**config.mk**
```make
export PLATFORM = sky130hd
export DESIGN_NAME = jls_unit
export DESIGN_NICKNAME = d
export VERILOG_FILES = /design/src/rtl/jls_pkg.sv /design/src/rtl/jls_unit.sv
export VERILOG_INCLUDE_DIRS = /design/src /design/src/rtl
export SDC_FILE = /design/constraint.sdc
export NUM_CORES = 1
export LEC_CHECK = 0
export BUFFER_PORTS_ARGS = -buffer_cell sky130_fd_sc_hd__buf_2
export CAP_MARGIN = 20
export CORE_MARGIN = 2
export CORE_UTILIZATION = 35
export CTS_CLUSTER_DIAMETER = 30
export DETAILED_ROUTE_END_ITERATION = 10
export GPL_ROUTABILITY_DRIVEN = 0
export GPL_TIMING_DRIVEN = 0
export SLEW_MARGIN = 25
export SYNTH_ARGS = -nofsm -noshare
export SYNTH_HDL_FRONTEND = slang
export SYNTH_SLANG_ARGS = --single-unit
```
**constraint.sdc**
```tcl
create_clock -name clk_i -period 13.09 [get_ports clk_i]
set_clock_uncertainty 0.15 [all_clocks]
set_input_delay 2.618 -clock clk_i [delete_from_list [all_inputs] [get_ports clk_i]]
set_output_delay 2.618 -clock clk_i [all_outputs]
set_load 0.03 [all_outputs]
```
**src/rtl/assert_macros.svh**
```systemverilog
// Assertion helpers shared by the solver RTL.
// Each use stands on a line of its own, with a label, a property and a message.
`ifndef ASSERT_MACROS_SVH
`define ASSERT_MACROS_SVH
`ifndef SYNTHESIS
// Check on every clock edge, ignored while reset is active.
`define JLS_ASSERT(lbl, prop, msg) \
  lbl: assert property (@(posedge clk_i) disable iff (!rst_ni) prop) else $error(msg);
// Check on every clock edge, reset included.
`define JLS_ASSERT_ALWAYS(lbl, prop, msg) \
  lbl: assert property (@(posedge clk_i) prop) else $error(msg);
`else
`define JLS_ASSERT(lbl, prop, msg)
`define JLS_ASSERT_ALWAYS(lbl, prop, msg)
`endif
`endif

```
**src/rtl/jls_pkg.sv**
```systemverilog
`timescale 1ns / 1ps
package jls_pkg;

  localparam int MAX_UNKNOWNS_DEF = 16;
  localparam int VALUE_BITS_DEF   = 32;
  localparam int FRAC_BITS        = 16;
  // Numerator magnitude bits plus the fraction shift, for the default sizes.
  localparam int DIV_BITS_DEF     = VALUE_BITS_DEF + $clog2(MAX_UNKNOWNS_DEF) + 2 + FRAC_BITS;

  localparam logic [4:0]  SIZE_RST  = 5'd16;
  localparam logic [30:0] TOL_RST   = 31'd1;
  localparam logic [15:0] MAXIT_RST = 16'd1000;
  localparam int          OUT_CAP   = 16;

  localparam logic [1:0] ACT_COEF  = 2'd0;
  localparam logic [1:0] ACT_RHS   = 2'd1;
  localparam logic [1:0] ACT_SOLVE = 2'd2;

  localparam logic [1:0] REG_SIZE  = 2'd0;
  localparam logic [1:0] REG_TOL   = 2'd1;
  localparam logic [1:0] REG_MAXIT = 2'd2;

  typedef enum logic [1:0] {
    OP_MUL,
    OP_DIV,
    OP_SQRT
  } jls_op_e;

  typedef struct packed {
    logic    start;
    jls_op_e op;
  } jls_cmd_t;

endpackage

```
**src/rtl/jls_unit.sv**
```systemverilog
`timescale 1ns / 1ps
`include "assert_macros.svh"
// Shared serial arithmetic: shift-add multiply, restoring divide, bitwise square root.
module jls_unit #(
  parameter int V  = jls_pkg::VALUE_BITS_DEF,
  parameter int NW = jls_pkg::DIV_BITS_DEF
) (
  input  logic                                   clk_i,
  input  logic                                   rst_ni,
  input  jls_pkg::jls_cmd_t                      cmd_i,
  input  logic [((NW > 64) ? NW : 64)-1:0]       a_i,
  input  logic [V-1:0]                           b_i,
  output logic                                   done_o,
  output logic [((2*V > ((NW > 64) ? NW : 64)) ? 2*V : ((NW > 64) ? NW : 64))-1:0] res_o
);

  localparam int A_W   = (NW > 64) ? NW : 64;
  localparam int R_W   = (2 * V > A_W) ? 2 * V : A_W;
  localparam int CNT_W = $clog2(A_W + 1);

  logic                 busy_q;
  logic                 done_q;
  jls_pkg::jls_op_e     op_q;
  logic [CNT_W-1:0]     cnt_q;
  logic [CNT_W-1:0]     last_cnt;

  logic [2*V-1:0]       pr_q, pr_d;
  logic [V-1:0]         mc_q;
  logic [V:0]           mul_sum;

  logic [V-1:0]         rem_q, rem_d, dv_q;
  logic [NW-1:0]        quo_q, quo_d;
  logic [V:0]           div_t, div_r;
  logic                 div_ge;

  logic [63:0]          sv_q, sv_d, sr_q, sr_d, sb_q, sq_t;
  logic                 sq_ge;

  always_comb begin
    mul_sum = {1'b0, pr_q[2*V-1:V]} + (pr_q[0] ? {1'b0, mc_q} : {(V+1){1'b0}});
    pr_d    = {mul_sum, pr_q[V-1:1]};

    div_t   = {rem_q, quo_q[NW-1]};
    div_ge  = (div_t >= {1'b0, dv_q});
    div_r   = div_ge ? (div_t - {1'b0, dv_q}) : div_t;
    rem_d   = div_r[V-1:0];
    quo_d   = {quo_q[NW-2:0], div_ge};

    sq_t    = sr_q + sb_q;
    sq_ge   = (sv_q >= sq_t);
    sv_d    = sq_ge ? (sv_q - sq_t) : sv_q;
    sr_d    = sq_ge ? ((sr_q >> 1) + sb_q) : (sr_q >> 1);
  end

  always_comb begin
    unique case (op_q)
      jls_pkg::OP_MUL:  last_cnt = CNT_W'(V - 1);
      jls_pkg::OP_DIV:  last_cnt = CNT_W'(NW - 1);
      jls_pkg::OP_SQRT: last_cnt = CNT_W'(31);
      default:          last_cnt = '0;
    endcase
  end

  always_comb begin
    unique case (op_q)
      jls_pkg::OP_MUL:  res_o = R_W'(pr_q);
      jls_pkg::OP_DIV:  res_o = R_W'(quo_q);
      jls_pkg::OP_SQRT: res_o = R_W'(sr_q);
      default:          res_o = '0;
    endcase
  end

  assign done_o = done_q;

  // Control: one operation at a time, done pulses after the final step.
  always_ff @(posedge clk_i or negedge rst_ni) begin
    if (!rst_ni) begin
      busy_q <= 1'b0;
      done_q <= 1'b0;
      op_q   <= jls_pkg::OP_MUL;
      cnt_q  <= '0;
    end else begin
      done_q <= 1'b0;
      if (cmd_i.start) begin
        busy_q <= 1'b1;
        op_q   <= cmd_i.op;
        cnt_q  <= '0;
      end else if (busy_q) begin
        cnt_q <= cnt_q + 1'b1;
        if (cnt_q == last_cnt) begin
          busy_q <= 1'b0;
          done_q <= 1'b1;
        end
      end
    end
  end

  // Datapath: load operands on start, then advance one step a cycle.
  always_ff @(posedge clk_i) begin
    if (cmd_i.start) begin
      pr_q  <= {{V{1'b0}}, a_i[V-1:0]};
      mc_q  <= b_i;
      rem_q <= '0;
      quo_q <= a_i[NW-1:0];
      dv_q  <= b_i;
      sv_q  <= a_i[63:0];
      sr_q  <= '0;
      sb_q  <= 64'h4000_0000_0000_0000;
    end else if (busy_q) begin
      unique case (op_q)
        jls_pkg::OP_MUL: pr_q <= pr_d;
        jls_pkg::OP_DIV: begin
          rem_q <= rem_d;
          quo_q <= quo_d;
        end
        jls_pkg::OP_SQRT: begin
          sv_q <= sv_d;
          sr_q <= sr_d;
          sb_q <= sb_q >> 2;
        end
        default: pr_q <= pr_q;
      endcase
    end
  end

  `JLS_ASSERT(a_start_idle, cmd_i.start |-> !busy_q, "operation started while unit busy")
  `JLS_ASSERT(a_done_free, done_q |-> !busy_q, "done raised while unit still busy")

endmodule

```
==> results.json, run 1 <==
{
  "die_w_um": 279.9,
  "cp_data_arrival_time_ps": 7540,
  "min_period_ps": 7383,
  "io_buffers": 165,
  "initial_core_util_pct": 35.21,
  "final_core_util_pct": 42.40,
  "p_total_uw": 6356,
  "synth_top_area_share_pct": 20.51,
  "dp_hpwl_um": 76030,
  "syn-instance-count": 3263,
  "die_h_um": 279.9,
  "synthFlopType": "edfxtp_1",
  "first_pass_iters": 8,
  "crit_path_max_incr_delay_ps": 570,
  "ys_types": 89,
  "postCtsSetupBuffers": 0,
  "syn-num-nets": 3562,
  "worst_slack_ps": 5707,
  "ant_nets": 0,
  "fin_nets": 3824,
  "power.leakage_uw": 0.01308,
  "htreeDepth": 3,
  "insertion_delay_ps": 630,
  "synth_seq_cells": 353,
  "path_cells": "ha_1 > a31oi_1 > o41ai_2 > a21oi_1 > o2111a_1 > o21ai_2 > a21o_1 > a41o_1 > a31oi_1 > o21bai_1 > xnor2_1 > ha_1 > clkbuf_1 > a21oi_1 > o21bai_1 > a221oi_1 > o221a_2 > o21ai_0 > o21ai_4 > buf_4 > buf_4 > o21ai_4 > buf_16 > buf_16",
  "rsz0062_at_grt": "false",
  "final_cell_area_um2": 32090,
  "drt-initial-drc-count": 2462,
  "layout-drive-gt1-share_pct": 11.61,
  "rows": 101,
  "cts_hold_buf": 0,
  "min_period_over_period_pct": 56.40,
  "hold_class": "reg2reg",
  "yosysSeqAreaShare_pct": 33.56,
  "slowest_stage": "o21ai_4",
  "synth.area.top_cells": "edfxtp_1 (21%), dfxtp_1 (12%), ha_1 (9.2%)",
  "ios": 166,
  "area_growth_pct": 20.42,
  "cp-start-kind": "register",
  "cts-root-buf": "clkbuf_16",
  "hold_violations": 0,
  "worst_slew_pin_slew_ps": 1075,
  "grt_max_degree": 50,
  "ys_top_cells_by_count": "nand2_1 (460), o21ai_0 (367), a21oi_1 (245), nor2_1 (219), ha_1 (195)",
  "coreArea_um2": 75700,
  "cts_tree": "done",
  "grt_overflow_total": 0,
  "yosys_warnings": 0,
  "maxCapViolCount": 0,
  "setup_viol": 0,
  "clk_path_buf_depth": 3,
  "diodes": 0,
  "grt_pass1_vias": 24547,
  "die_area_um2": 78360,
  "track_usage_pct": 24.19,
  "antenna_found_initial": 0,
  "fmax_mhz": 135.4,
  "grt_pass1_wl_um": 145700,
  "path_max_fanout": 21,
  "async_flop_share_pct": 3.116,
  "route.detailed.drc": 0,
  "status": "finished clean",
  "synthesis.area_um2": 26650,
  "cp-end-kind": "register",
  "clock-sinks": 353,
  "synth_edf_count": 182,
  "yosysTopAreaCell": "edfxtp_1",
  "critPathRequiredTime_ps": 13250,
  "cts_buffers": 88,
  "cts_resized": 0,
  "synth.avg_cell_area_um2": 8.167,
  "critPathKind": "reg2reg",
  "vias": 25895,
  "wl_um": 97320,
  "post-place-ws_ps": 5856,
  "synth.most_common_cell": "nand2_1",
  "drv_slew": 0,
  "clkTransAtPathRegs_ps": 40,
  "slew_headroom_pct": 28.30,
  "routedWlPerCell_um": 21.26,
  "postPlaceCellArea_um2": 28870,
  "ir_worst_vdd_uv": 108.1,
  "vias_per_cell": 5.658,
  "p_per_area_nw_per_um2": 198.0
}
[final timing paths]
kind	to	cells after the start	start	slack, ps
worst max-delay path	sv_q[9]$_DFFE_PP_	24	sr_q[8]$_SDFFE_PP0P_	5710
worst min-delay path	rem_q[16]$_SDFFE_PP0P_	2	rem_q[16]$_SDFFE_PP0P_	330
worst max register to register	sv_q[9]$_DFFE_PP_	24	sr_q[8]$_SDFFE_PP0P_	5710
worst min register to register	rem_q[16]$_SDFFE_PP0P_	2	rem_q[16]$_SDFFE_PP0P_	330
max in group asynchronous	cnt_q[4]$_DFFE_PN0P_	1	rst_ni	10860
min in group asynchronous	op_q[1]$_DFFE_PN0P_	1	rst_ni	1700
[final cells by class]
cell class	instances	area, µm²
Timing Repair Buffer	172	982.2
Clock buffer	107	2397
Clock inverter	57	813.3
Buffer	176	721.9
Multi-Input combinational cell	2551	16320
Tap cell	978	1224
Fill cell	7521	43600
Inverter	183	689.4
Sequential cell	353	8944
[flip-flops by register name, indices dropped and copies added, names as in the netlist, 2 cells and up]
name,flops
sb_q,32
rem_q,32
op_q,2
sr_q,64
cnt_q,7
quo_q,54
sv_q,64
dv_q,32
pr_q,64
[per-stage QoR]
stage | hold slack (ps) | cells | TNS (ps)
6_report | 330.3 | 4577 | 0
5_1_grt | 353.2 | 4577 | 0
4_1_cts | 331.3 | 4576 | 0
3_5_place_dp | 324.3 | 4412 | 0
3_3_place_gp | 319.1 | 4406 | -52900
2_1_floorplan | 298.0 | 3263 | 0
[where the power goes]
group	total (µW)	leakage (µW)	internal, µW	switching [µW]
Clock	2360	0.00156	1630	726
Sequential	1520	0.00327	1400	123
Combinational	2470	0.00825	841	1630
Total	6360	0.0131	3870	2480
[cells by family after synthesis]
family	count (synthesis)	synth area share, %
and+or+nand+nor	1004	17.02
muxes	103	3.892
AOI/OAI and AO/OA	1036	23.99
DFF	353	33.56
adders and majority gates	198	9.381
xor gates and xnor gates	210	6.902
buffers and inverters	359	5.258
[cells in the final DEF, fill, tap and decap left out, types with 13 or more instances in the layout]
cell	count
edfxtp_1	182
mux2i_1	98
nand2b_1	20
and3_1	20
a21o_1	65
xnor2_1	116
clkbuf_1	140
o21bai_1	38
nor4_1	13
nor3_1	40
clkbuf_16	91
dfxtp_1	160
a21oi_1	245
or3_1	14
buf_2	182
buf_1	13
inv_1	180
o21ai_1	21
nand2_1	460
xor2_1	94
and2_1	51
nor2_1	219
a211oi_1	35
nor2b_1	31
ha_1	195
nand4_1	46
clkinv_2	18
o21ai_0	366
a31oi_1	67
o211ai_1	13
nand3_1	55
o21a_1	23
a31o_2	17
bufinv_16	17
[per-layer routing]
metal,share of wire (%),vias up,global-route usage (%)
li1,-,12309,-
met1,43,12276,32.38
met2,45,1127,38.83
met3,8.3,183,3.736
met4,3.8,0,9.982
met5,0,-,0
[critical path, delay by kind of cell (launching register included)]
| family | cells | cell delay, ps |
|---|---|---|
| xor gates and xnor gates | 1 | 140 |
| adders and majority gates | 2 | 640 |
| buffers and inverters | 5 | 1240 |
| DFF | 1 | 510 |
| AOI/OAI and AO/OA | 16 | 4330 |
(Power assumes the default switching activity.)
==> run 2, diff against run 1 <==
==> constraint.sdc (replaced) <==
create_clock -name clk_i -period 6.55 [get_ports clk_i]
set_clock_uncertainty 0.15 [all_clocks]
set_input_delay 1.31 -clock clk_i [delete_from_list [all_inputs] [get_ports clk_i]]
set_output_delay 1.31 -clock clk_i [all_outputs]
set_load 0.03 [all_outputs]
==> results.json, run 2 (synthesis gave the netlist of run 1 again) <==
{
  "drv_slew": 0,
  "cp_data_arrival_time_ps": 6570,
  "grt_pass1_wl_um": 145600,
  "die_area_um2": 78360,
  "htreeDepth": 3,
  "fin_nets": 3824,
  "antenna_found_initial": 2,
  "regToRegEndpoint": "sv_q[3]$_DFFE_PP_",
  "io_buffers": 165,
  "final_common_cell": "nand2_1",
  "p_per_area_nw_per_um2": 391.6,
  "grt_max_degree": 51,
  "ir_worst_vdd_uv": 216.5,
  "rsz0062_at_grt": "false",
  "r2r_start": "sr_q[8]$_SDFFE_PP0P_",
  "maxCapViolCount": 0,
  "layout_common_cells": "nand2_1 (460), o21ai_0 (364), a21oi_1 (243), nor2_1 (219), ha_1 (194)",
  "reg2reg_depth": 23,
  "slew_headroom_pct": 25.74,
  "reg2reg_slack_ps": 200,
  "wl_um": 97840,
  "vias": 26093,
  "diodes": 0,
  "dp_hpwl_um": 76090,
  "die_h_um": 279.9,
  "critPathRequiredTime_ps": 6770,
  "cp-end-kind": "register",
  "coreArea_um2": 75700,
  "insertion_delay_ps": 650,
  "clk_path_buf_depth": 3,
  "status": "finished clean",
  "crit_path_max_incr_delay_ps": 470,
  "cts-root-buf": "clkbuf_16",
  "die_w_um": 279.9,
  "hold_class": "reg2reg",
  "route.detailed.drc": 0,
  "clock-sinks": 353,
  "cp-start-kind": "register",
  "whs_path_depth": 2,
  "finalHoldWorstSlack_ps": 333.8,
  "track_usage_pct": 24.25,
  "setup_viol": 0,
  "drt-initial-drc-count": 2532,
  "layout-drive-gt1-share_pct": 11.72,
  "reg_top3": "pr_q: 64 flops, sr_q: 64 flops, sv_q: 64 flops",
  "first_pass_iters": 6,
  "path_cells": "ha_1 > nand2_1 > o41ai_4 > a21oi_2 > o2111a_1 > o21ai_2 > a21o_1 > a41o_1 > a31oi_1 > o21bai_1 > xnor2_1 > ha_2 > a21oi_1 > o21bai_2 > a221oi_1 > o221a_2 > o211ai_1 > o21ai_4 > buf_6 > buf_4 > o21ai_4 > buf_16 > buf_16",
  "min_period_ps": 6346,
  "slowest_stage": "o41ai_4",
  "min_period_over_period_pct": 96.88,
  "fmax_mhz": 157.6,
  "routedWlPerCell_um": 21.36,
  "cts_buffers": 90,
  "hold_path_end": "rem_q[14]$_SDFFE_PP0P_",
  "initial_core_util_pct": 35.21,
  "cts_tree": "done",
  "power.leakage_uw": 0.01306,
  "final_cells": 4580,
  "critPathKind": "reg2reg",
  "ios": 166,
  "hold_start": "rem_q[14]$_SDFFE_PP0P_",
  "clkTransAtPathRegs_ps": 40,
  "hold_violations": 0,
  "vias_per_cell": 5.697,
  "grt_pass1_vias": 24599,
  "area_growth_pct": 20.15,
  "grt_overflow_total": 0,
  "rows": 101,
  "dpl.cell_count": 4411,
  "ant_nets": 0,
  "path_max_fanout": 20,
  "worst_slew_pin_slew_ps": 1114
}
run 2: cell count changes in the layout (fill, tap and decap cells not counted), sizes merged:
cell / delta
buf: +1
bufinv: -8
clkbuf: +21
clkinv: -9
clkinvlp: -4
inv: +2
run 2: area by class of cell:
cell class,instances,area [µm²]
sequential,353,8947
multi-input combinational,2551,16400
tap,978,1224
clock buffer,131,2569
inverter,183,689.4
clock inverter,38,495.5
buffer,172,721.9
timing repair buffer,174,973.4
fill,7621,43680
run 2: stage by stage:
stage	area (µm²)	power [µW]	TNS (ps)	util (%)	setup WS [ps]
after CTS	31950	12390	0	42.20	1.826
final	32020	12540	0	42.30	204.3
after global routing	32020	13140	0	42.30	11.03
after global placement	28710	7820	-106170	37.93	-1590
after detailed placement	28840	7844	-32900	38.10	-587.4
after floorplan	26660	6386	0	-	515.8
run 2: how the worst max path moves through the flow:
stage / start / endpoint / slack, ps
after floorplan: sr_q[8]$_SDFFE_PP0P_ / sv_q[0]$_DFFE_PP_ / 520
after global placement: sr_q[8]$_SDFFE_PP0P_ / sv_q[9]$_DFFE_PP_ / -1590
after detailed placement: sr_q[8]$_SDFFE_PP0P_ / sv_q[9]$_DFFE_PP_ / -590
after CTS: sr_q[8]$_SDFFE_PP0P_ / sv_q[11]$_DFFE_PP_ / 2
after global routing: sr_q[8]$_SDFFE_PP0P_ / sr_q[36]$_SDFFE_PP0P_ / 10
final: sr_q[8]$_SDFFE_PP0P_ / sv_q[3]$_DFFE_PP_ / 200
run 2: layer usage:
layer	GRT usage, %	routed length [µm]	part of all wire, %
met1	32.62	42140	43
met4	11.23	4358	4.5
met3	3.695	8008	8.2
met2	38.21	43330	44
met5	0	0	0
run 2: report_power, final:
group / internal [µW] / total (µW) / switching (µW)
Combinational: 1740 / 5010 / 3270
Sequential: 2800 / 3040 / 249
Clock: 3060 / 4480 / 1420
Total: 7590 / 12500 / 4950
run 2: repair_timing:
action                                  4_1_cts  5_1_grt
endpoints found under the setup margin      103      118
cloned                                        0        0
setup buffers                                 4        0
pin swaps                                     2        0
hold buffers                                  0        0
resized for setup                             2       29
run 2: worst max-delay path, delay by kind of cell, from the launching register on:
| family | cells | cell delay (ps) |
|---|---|---|
| compound gates | 15 | 3590 |
| xor+xnor | 1 | 150 |
| fa+ha+maj | 2 | 750 |
| buf+inv | 4 | 860 |
| flops | 1 | 370 |
| simple gates | 1 | 150 |
==> run 3, diff against run 2 <==
--- a/config.mk
+++ b/config.mk
@@ -14,6 +14,7 @@
 export DETAILED_ROUTE_END_ITERATION = 10
 export GPL_ROUTABILITY_DRIVEN = 0
 export GPL_TIMING_DRIVEN = 0
+export REMOVE_ABC_BUFFERS = 1
 export SLEW_MARGIN = 25
 export SYNTH_ARGS = -nofsm -noshare
 export SYNTH_HDL_FRONTEND = slang
==> results.json, run 3 (synthesis gave the netlist of run 1 again) <==
{
  "status": "finished clean",
  "cts-root-buf": "clkbuf_16",
  "whs_path_depth": 2,
  "slew_headroom_pct": 36.77,
  "grt_pass1_vias": 23079,
  "cts_hold_buf": 0,
  "vias": 24260,
  "die_h_um": 279.9,
  "die_w_um": 279.9,
  "finalHoldWorstSlack_ps": 329.7,
  "final_cell_area_um2": 31820,
  "reg_top3": "pr_q: 64 flops, sr_q: 64 flops, sv_q: 64 flops",
  "dp_hpwl_um": 60020,
  "fmax_mhz": 162.3,
  "p_total_uw": 12140,
  "layout-drive-gt1-share_pct": 12.66,
  "min_period_ps": 6161,
  "cts_buffers": 91,
  "clock-sinks": 353,
  "path_max_fanout": 25,
  "diodes": 0,
  "cp_data_arrival_time_ps": 6380,
  "grt_max_degree": 126,
  "antenna_found_initial": 2,
  "worst_slew_pin_slew_ps": 948.5,
  "postPlaceCellArea_um2": 28610,
  "io_buffers": 165,
  "ios": 166,
  "wl_um": 80550,
  "cp-end-kind": "register",
  "critPathRequiredTime_ps": 6770,
  "worst_slack_ps": 388.6,
  "ant_nets": 0,
  "cp-start-kind": "register",
  "min_period_over_period_pct": 94.07,
  "cts_tree": "done",
  "route.detailed.drc": 0,
  "clkTransAtPathRegs_ps": 50,
  "maxCapViolCount": 0,
  "ir_worst_vdd_uv": 225.9,
  "num-fill-cells": 7530,
  "reg2reg_depth": 23,
  "coreArea_um2": 75700,
  "post-place-ws_ps": -334.7,
  "final_common_cell": "nand2_1",
  "drt-initial-drc-count": 1735,
  "clk_path_buf_depth": 3,
  "track_usage_pct": 20.16,
  "insertion_delay_ps": 650,
  "layout_common_cells": "nand2_1 (459), o21ai_0 (365), a21oi_1 (242), nor2_1 (218), ha_1 (194)",
  "rsz0062_at_grt": "false",
  "critPathKind": "reg2reg",
  "hold_class": "reg2reg",
  "die_area_um2": 78360,
  "grt_pass1_wl_um": 126700,
  "power.leakage_uw": 0.01295,
  "grt_overflow_total": 0,
  "setup_viol": 0,
  "htreeDepth": 3,
  "routedWlPerCell_um": 18.19,
  "hold_violations": 0,
  "p_per_area_nw_per_um2": 381.5,
  "fin_nets": 3672,
  "vias_per_cell": 5.478,
  "first_pass_iters": 7,
  "initial_core_util_pct": 35.21,
  "area_growth_pct": 19.40,
  "rows": 101,
  "drv_slew": 0
}
-- run 3: changes by cell type in the layout (fill, tap and decap cells not counted), moves of 8 or more --
| cell | change |
|---|---|
| clkbuf_1 | -145 |
| buf_2 | -16 |
| buf_1 | -13 |
| buf_16 | +12 |
| clkbuf_2 | -10 |
| inv_6 | +10 |
| clkinv_4 | +9 |
| clkinvlp_4 | +8 |
-- run 3: path summary, 6_finish.rpt --
kind,slack (ps),to,start
worst max-delay path,390,sv_q[49]$_DFFE_PP_,sr_q[2]$_SDFFE_PP0P_
worst max register to register,390,sv_q[49]$_DFFE_PP_,sr_q[2]$_SDFFE_PP0P_
min in group asynchronous,410,cnt_q[6]$_DFFE_PN0P_,rst_ni
worst min-delay path,330,rem_q[20]$_SDFFE_PP0P_,rem_q[20]$_SDFFE_PP0P_
max in group asynchronous,5610,op_q[0]$_DFFE_PN0P_,rst_ni
worst min register to register,330,rem_q[20]$_SDFFE_PP0P_,rem_q[20]$_SDFFE_PP0P_
-- run 3: layout make-up --
class	count	area [µm²]	share of cell area, %
Clock buffer	110	2524	7.931
Clock inverter	61	548.0	1.722
Inverter	183	694.4	2.182
Multi-Input combinational cell	2551	16430	51.62
Sequential cell	353	8955	28.14
Tap cell	978	1224	3.846
Timing Repair Buffer	193	1449	4.553
-- run 3: per-layer routing --
metal	GRT usage, %	part of all wire [%]
met1	28.19	47
met3	2.485	5.1
met2	31.09	44
met4	8.926	3.9
met5	0	0.026
-- run 3: power by group --
part,leakage [µW],total [µW],internal [µW],switching (µW)
Sequential,0.00327,3120,2790,328
Clock,0.00149,4380,2880,1500
Combinational,0.00819,4640,1800,2840
Total,0.0130,12100,7480,4660
-- run 3: what timing repair did --
action | in CTS | in global routing
resized for setup | 1 | 19
pin swaps | 1 | 1
setup endpoints to repair | 56 | 127
setup buffers | 2 | 2
-- run 3: worst max-delay path, stage by stage, from the launching register on --
cell and delay, ps:
dfxtp_2 350, ha_1 390, a311oi_2 390, o41ai_4 110, a21oi_2 290, o2111a_1 270
o21ai_2 120, a21o_1 250, a41o_1 290, a31oi_1 280, o21bai_1 120, xnor2_1 220
ha_2 380, a21oi_1 260, o21bai_2 120, a221oi_1 310, o221a_2 300, o21ai_0 250
o21ai_4 160, buf_16 200, buf_16 180, o21ai_4 80, buf_16 210, buf_16 170
-- run 3: stage by stage --
stage | cells | utilization [%] | setup TNS [ps]
2_1_floorplan | 3087 | - | -269510
3_3_place_gp | 4230 | 36.97 | -1948270
3_5_place_dp | 4253 | 37.80 | -11170
4_1_cts | 4426 | 41.90 | 0
5_1_grt | 4429 | 42.04 | 0
6_report | 4429 | 42.04 | 0
